`config.mk`:
```
export PLATFORM = sky130hd
export DESIGN_NAME = rar_seq
export DESIGN_NICKNAME = d
export VERILOG_FILES = /design/src/sv/rar_pkg.sv /design/src/sv/rar_seq.sv
export SDC_FILE = /design/constraint.sdc
export NUM_CORES = 1
export LEC_CHECK = 0
export ABC_CLOCK_PERIOD_IN_PS = 2900
export BUFFER_PORTS_ARGS = -buffer_cell sky130_fd_sc_hd__buf_2
export CAP_MARGIN = 10
export CORE_AREA = 2 2 39 41
export DETAILED_ROUTE_END_ITERATION = 16
export DIE_AREA = 0 0 41 43
export GPL_ROUTABILITY_DRIVEN = 0
export PLACE_DENSITY = 0.68
export SLEW_MARGIN = 20
export SYNTH_ARGS = -nofsm -noshare
export SYNTH_HDL_FRONTEND = slang
export SYNTH_SLANG_ARGS = --single-unit
```
`constraint.sdc`:
```
create_clock -name clk -period 2.9 [get_ports clk]
set_input_delay 0.58 -clock clk [delete_from_list [all_inputs] [get_ports clk]]
set_output_delay 0.58 -clock clk [all_outputs]
set_load 0.02 [all_outputs]
```
`src/sv/rar_pkg.sv`:
```
// shared types, constants and microprogram rom for the rational accumulator
// no dependencies; used by rar_seq and rational_accumulator_reduce_unit
package rar_pkg;

	// word width that a reduced sum must fit
	localparam int WORD_BITS = 32;
	localparam logic [63:0] HALF = 64'(1) << (WORD_BITS - 1);

	// status codes
	localparam logic [1:0] ST_OK       = 2'd0;
	localparam logic [1:0] ST_ZERO_DEN = 2'd1;
	localparam logic [1:0] ST_OVERFLOW = 2'd2;

	// microprogram step addresses
	localparam int STEP_BITS = 4;
	typedef logic [STEP_BITS-1:0] step_t;
	localparam step_t STEP_IDLE     = 4'd0;
	localparam step_t STEP_CHECK    = 4'd1;
	localparam step_t STEP_MUL_AD   = 4'd2;
	localparam step_t STEP_MUL_DB   = 4'd3;
	localparam step_t STEP_GCD_LOAD = 4'd4;
	localparam step_t STEP_GCD      = 4'd5;
	localparam step_t STEP_DIVN_LD  = 4'd6;
	localparam step_t STEP_DIVN     = 4'd7;
	localparam step_t STEP_DIVD_LD  = 4'd8;
	localparam step_t STEP_DIVD     = 4'd9;
	localparam step_t STEP_COMMIT   = 4'd10;
	localparam step_t STEP_ZERO     = 4'd11;
	localparam step_t STEP_REJ_DEN  = 4'd12;
	localparam step_t STEP_SPARE0   = 4'd13;
	localparam step_t STEP_SPARE1   = 4'd14;
	localparam step_t STEP_OUT      = 4'd15;

	// datapath operations
	typedef enum logic [3:0] {
		OP_NOP,
		OP_CAPTURE,
		OP_MUL_NB,
		OP_MUL_AD,
		OP_MUL_DB,
		OP_GCD_LOAD,
		OP_GCD_STEP,
		OP_DIVN_LOAD,
		OP_DIV_STEP,
		OP_DIVD_LOAD,
		OP_COMMIT,
		OP_ZERO,
		OP_REJ_DEN,
		OP_SHOW
	} op_t;

	// jump conditions
	typedef enum logic [2:0] {
		C_NEVER,
		C_ALWAYS,
		C_NO_INPUT,
		C_DEN_ZERO,
		C_NUM_ZERO,
		C_GCD_MORE,
		C_DIV_MORE,
		C_OUT_BUSY
	} cond_t;

	// one control word
	typedef struct packed {
		op_t   op;
		cond_t cond;
		step_t target;
	} ucode_t;

	// status flags from datapath to sequencer
	typedef struct packed {
		logic no_input;
		logic den_zero;
		logic num_zero;
		logic gcd_more;
		logic div_more;
		logic out_busy;
	} flags_t;

	// microprogram: jump to target when cond holds, else next step
	function automatic ucode_t rom_word(step_t step);
		ucode_t w;
		w = '{op: OP_NOP, cond: C_ALWAYS, target: STEP_IDLE};
		unique case (step)
			STEP_IDLE:     w = '{op: OP_CAPTURE,   cond: C_NO_INPUT, target: STEP_IDLE};
			STEP_CHECK:    w = '{op: OP_MUL_NB,    cond: C_DEN_ZERO, target: STEP_REJ_DEN};
			STEP_MUL_AD:   w = '{op: OP_MUL_AD,    cond: C_NEVER,    target: STEP_IDLE};
			STEP_MUL_DB:   w = '{op: OP_MUL_DB,    cond: C_NEVER,    target: STEP_IDLE};
			STEP_GCD_LOAD: w = '{op: OP_GCD_LOAD,  cond: C_NUM_ZERO, target: STEP_ZERO};
			STEP_GCD:      w = '{op: OP_GCD_STEP,  cond: C_GCD_MORE, target: STEP_GCD};
			STEP_DIVN_LD:  w = '{op: OP_DIVN_LOAD, cond: C_NEVER,    target: STEP_IDLE};
			STEP_DIVN:     w = '{op: OP_DIV_STEP,  cond: C_DIV_MORE, target: STEP_DIVN};
			STEP_DIVD_LD:  w = '{op: OP_DIVD_LOAD, cond: C_NEVER,    target: STEP_IDLE};
			STEP_DIVD:     w = '{op: OP_DIV_STEP,  cond: C_DIV_MORE, target: STEP_DIVD};
			STEP_COMMIT:   w = '{op: OP_COMMIT,    cond: C_ALWAYS,   target: STEP_OUT};
			STEP_ZERO:     w = '{op: OP_ZERO,      cond: C_ALWAYS,   target: STEP_OUT};
			STEP_REJ_DEN:  w = '{op: OP_REJ_DEN,   cond: C_ALWAYS,   target: STEP_OUT};
			STEP_OUT:      w = '{op: OP_SHOW,      cond: C_OUT_BUSY, target: STEP_OUT};
			default:       w = '{op: OP_NOP,       cond: C_ALWAYS,   target: STEP_IDLE};
		endcase
		return w;
	endfunction

endpackage

```
`src/sv/rar_seq.sv`:
```
// microcode sequencer: step counter, control rom lookup and conditional jumps
// depends on rar_pkg
module rar_seq (
	input  logic            clk,
	input  logic            arst_n,
	input  rar_pkg::flags_t flags,
	output rar_pkg::op_t    op
);
	import rar_pkg::*;

	step_t  upc_q;
	step_t  upc_next;
	ucode_t uword;
	logic   take;

	// control word of the current step
	always_comb begin
		uword = rom_word(upc_q);
	end

	// condition select
	always_comb begin
		unique case (uword.cond)
			C_NEVER:    take = 1'b0;
			C_ALWAYS:   take = 1'b1;
			C_NO_INPUT: take = flags.no_input;
			C_DEN_ZERO: take = flags.den_zero;
			C_NUM_ZERO: take = flags.num_zero;
			C_GCD_MORE: take = flags.gcd_more;
			C_DIV_MORE: take = flags.div_more;
			C_OUT_BUSY: take = flags.out_busy;
			default:    take = 1'b1;
		endcase
	end

	// next step: jump target or fall through (last step wraps to idle)
	always_comb begin
		upc_next = take ? uword.target : upc_q + step_t'(1);
	end

	always_ff @(posedge clk or negedge arst_n) begin
		if (!arst_n) begin
			upc_q <= STEP_IDLE;
		end else begin
			upc_q <= upc_next;
		end
	end

	assign op = uword.op;

endmodule

```
[Word level (Yosys, flattened, before mapping)]
Memory sizes are Yosys's and may differ from the RTL's.
Index checks and enable logic that the tools add are counted.
Widths: inputs -> output; s select.
Word-level totals
  memories kept: 1
  flip-flop bits (word level): 4
  output and inout port bits: 4
  word-level logic and storage cells: 13
  bits of input ports: 8
  ROM bits: 176
Cells by class
  reductions and logical operators: 1
  $add $sub $neg: 1
  multiplexer cells: 2
  equal/unequal tests: 7
Memories
  (name not given): words 16, bits a word 11, read ports 1, clocked after Yosys merged registers in 0, wr ports 0, RTL line rar_pkg.sv:85  | unique case (step)
Operator list (count)
  $eq 3x3->1 const B: 4
  $pmux 1 s8: 1
  $eq 3x2->1 const B: 2
  $add 4x1->4 const B: 1
  $mux 4: 1
  $eq 3x1->1 const B: 1
  $logic_not 3->1: 1

[Longest topological paths before layout]
An unclocked memory read counts as a cell.
  word-level depth: 4
  gate-level depth with buffers: 7
  gate-level depth less buffers: 7

[Worst setup path before layout]
No wires, ideal clock.
  path type: register to register
  from: reg upc_q[0]
  to: reg upc_q[1]
  arrival time: 2022 ps
  slack: 753 ps
  cell stages (with the launch flop): 8
  path through: dfrtp_1 -> inv_1 -> ha_1 -> or2_1 -> a31o_1 -> a211o_1 -> a31oi_4 -> mux2_4
Between the ends
  cells in the longest elaborated chain, start to end: 4
  elaborated cells between the ends (all ways): 12
  those cells by class: add/sub: 1; eq/ne: 7; mux: 2; reduce/logical: 1; memory: 1
RTL lines
  start, declared: RTL line rar_seq.sv:11  | step_t upc_q;
  start signal, assigned: RTL line rar_seq.sv:45  | upc_q <= upc_next;
  $mem_v2 16x11
  $eq 3x3->1 (tied with other cells): RTL line rar_seq.sv:23  | unique case (uword.cond)
  $pmux 1 s8: RTL line rar_seq.sv:23
  $mux 4 (*): RTL line rar_seq.sv:38  | upc_next = take ? uword.target : upc_q + step_t'(1);
  via upc_next[1]: RTL line rar_seq.sv:12  | step_t upc_next;
Mark *: on every way through the listed nets, which the timed path passes. The rest lies on a longest branch.

[Final worst setup path]
  from: reg upc_q[1]
  to: out op[0]
Between the ends
  cells in the longest elaborated chain, start to end: 1
RTL lines
  $mem_v2 16x11
  end, declared: RTL line rar_seq.sv:7  | output rar_pkg::op_t op
Every way passes these cells.

==> results.json <==
{
  "die_area_um2": 1760,
  "layout-drive-gt1-share_pct": 25.0,
  "rsz0062_at_grt": "false",
  "synth_area_um2": 604,
  "wirelength_um": 1290,
  "largest-register": "upc_q",
  "hold_viol_final": 0,
  "cts_hold_buf": 0,
  "drt_first_iter_violations": 13,
  "synth_area_per_cell_um2": 8.28,
  "port_buffers": 11,
  "endpoint_kind": "primary output",
  "clock_tree.buffer_depth": 2,
  "cts_resized": 0,
  "critPathLaunch": "upc_q[1]$_DFF_PN0_",
  "via_count": 566,
  "max_stage_delay_ns": 0.54,
  "clkSlewWorstSetupHoldPaths_ns": 0.04,
  "layout.nets": 102,
  "syn_inst": 73,
  "period_share_pct": 87.4,
  "grt_pass1_vias": 468,
  "status": "complete, no violations",
  "ys_warn_count": 0,
  "cp.required_ns": 2.32,
  "antenna_found_initial": 0,
  "fmax_mhz": 395,
  "drcViolationCount": 0,
  "reg_top3": "upc_q x4",
  "max_cap_violations": 0,
  "drt_first_pass_iters": 4,
  "placedInstanceArea_um2": 667,
  "place_inst": 97,
  "grt.total_usage_pct": 16.3,
  "synth_cell_types": 32,
  "finalMaxSlewViolations": 0,
  "crit_top_cell": "inv_1",
  "core_um2": 1380,
  "crit_slowest_cell": "dfrtp_1",
  "seq_area_frac_synth_pct": 16.6,
  "fin_area_um2": 689,
  "ant_nets": 0,
  "ys_ff_latch": 4,
  "relSlewSlack_pct": 75.8,
  "layout_common_cells": "buf_2, ha_1, a21oi_1",
  "grt_max_degree": 19,
  "crit_chain": "inv_1 > ha_1 > inv_1 > o21ai_0 > a21oi_1 > buf_2",
  "seq_area_um2": 100,
  "worst_pin_slew_ns": 0.358,
  "wire_per_inst_um": 12.9,
  "synth_area_leaders": "dfrtp_1, ha_1, a21oi_1",
  "cts.htree.levels": 1,
  "syn_nets": 89,
  "overflow": 0,
  "n_fill_cell": 142,
  "yosys.area.top_type_share_pct": 16.6,
  "critical_path_class": "reg -> out",
  "layout.cells.non_filler": 100,
  "die_h_um": 43,
  "largest_reg_flops": 4,
  "start_util_pct": 43.7,
  "critPathMaxFanout": 11,
  "placementRows": 14,
  "hpwl_um": 967,
  "fin_skew_ns": 0.00356,
  "grt_pass1_wl_um": 2010,
  "fin_setup_tns_ns": 0,
  "clock_latency_ns": 0.24,
  "cts_setup_buffers": 0,
  "clock-sinks": 4,
  "via_per_inst": 5.66,
  "synth_edf_count": 0,
  "setup_viol": 0,
  "hp-class": "in -> async",
  "async_reset_ff_share_pct": 100,
  "io_pins": 12,
  "critPathLaunchType": "flip-flop",
  "cts_tree": "done",
  "cts_root_buffer": "clkbuf_4",
  "final_common_cell": "buf_2",
  "synth_ff_type": "dfrtp_1",
  "die_x_um": 41,
  "netlist.top_cell.by_area": "dfrtp_1",
  "multiInputGateArea_um2": 462,
  "area_growth_pct": 14.1,
  "final.min_clock_period_ns": 2.53,
  "worst_r2r_startpoint": "upc_q[1]$_DFF_PN0_",
  "cp_data_arrival_time_ns": 1.95,
  "numCtsBuffers": 3,
  "antenna_cells": 0
}
## final timing paths
kind / end / slack, ns / cells past startpoint
max in group asynchronous: upc_q[3]$_DFF_PN0_ / 2.64 / 1
setup / recovery: op[0] / 0.37 / 6
setup reg to reg: upc_q[1]$_DFF_PN0_ / 0.54 / 7
hold reg to reg: upc_q[0]$_DFF_PN0_ / 0.67 / 1
min in group clk: upc_q[0]$_DFF_PN0_ / 0.67 / 1
hold / removal: upc_q[1]$_DFF_PN0_ / 0.14 / 1
## cells in the mapped netlist, drive strengths merged (3+ instances only)
cell type / n
dfrtp: 4
mux2i: 3
o21ai: 4
nor2: 5
nand2: 5
or2: 3
nor3b: 3
a31oi: 3
buf: 3
a21oi: 7
inv: 4
ha: 8
## cells by family after synthesis
logic type,synth area share (%)
compound gates,29.0
buf+inv,7.04
xor+xnor,2.90
simple gates,18.0
flops,16.6
fa+ha+maj,16.6
mux,9.94
## through the flow
step                      utilization, %  hold slack [ns]  worst slack [ns]
final                               49.8            0.140             0.366
after global routing                49.8            0.135             0.154
after CTS                           49.8            0.139             0.391
after detailed placement            48.2            0.390             0.562
after global placement              48.2            0.387             0.578
after floorplan                        -            0.284             0.753
## worst max-delay path: cells and delay by family (launching register included)
| family | cells | cell delay, ns |
|---|---|---|
| buffers and inverters | 3 | 0.47 |
| adders and majority gates | 1 | 0.45 |
| AOI/OAI and AO/OA | 2 | 0.25 |
| DFF | 1 | 0.54 |
## cell type report
class | instances | area share (%)
timing repair buffer | 13 | 10.2
tap | 16 | 2.90
sequential | 4 | 14.5
inverter | 4 | 2.18
multi-input combinational | 60 | 67.0
clock buffer | 3 | 3.27
## metal layers
| layer | up-vias | share of wire (%) | GRT usage (%) |
|---|---|---|---|
| met5 | - | 0 | 0 |
| met4 | 0 | 0 | 2.00 |
| met3 | 0 | 5.4 | 4.71 |
| met2 | 15 | 43 | 24.4 |
| met1 | 265 | 51 | 23.5 |
| li1 | 286 | - | - |
Power is left out: the tool's default activity adds up to more than one toggle a clock period on the data nets, which glitch-free logic cannot reach.
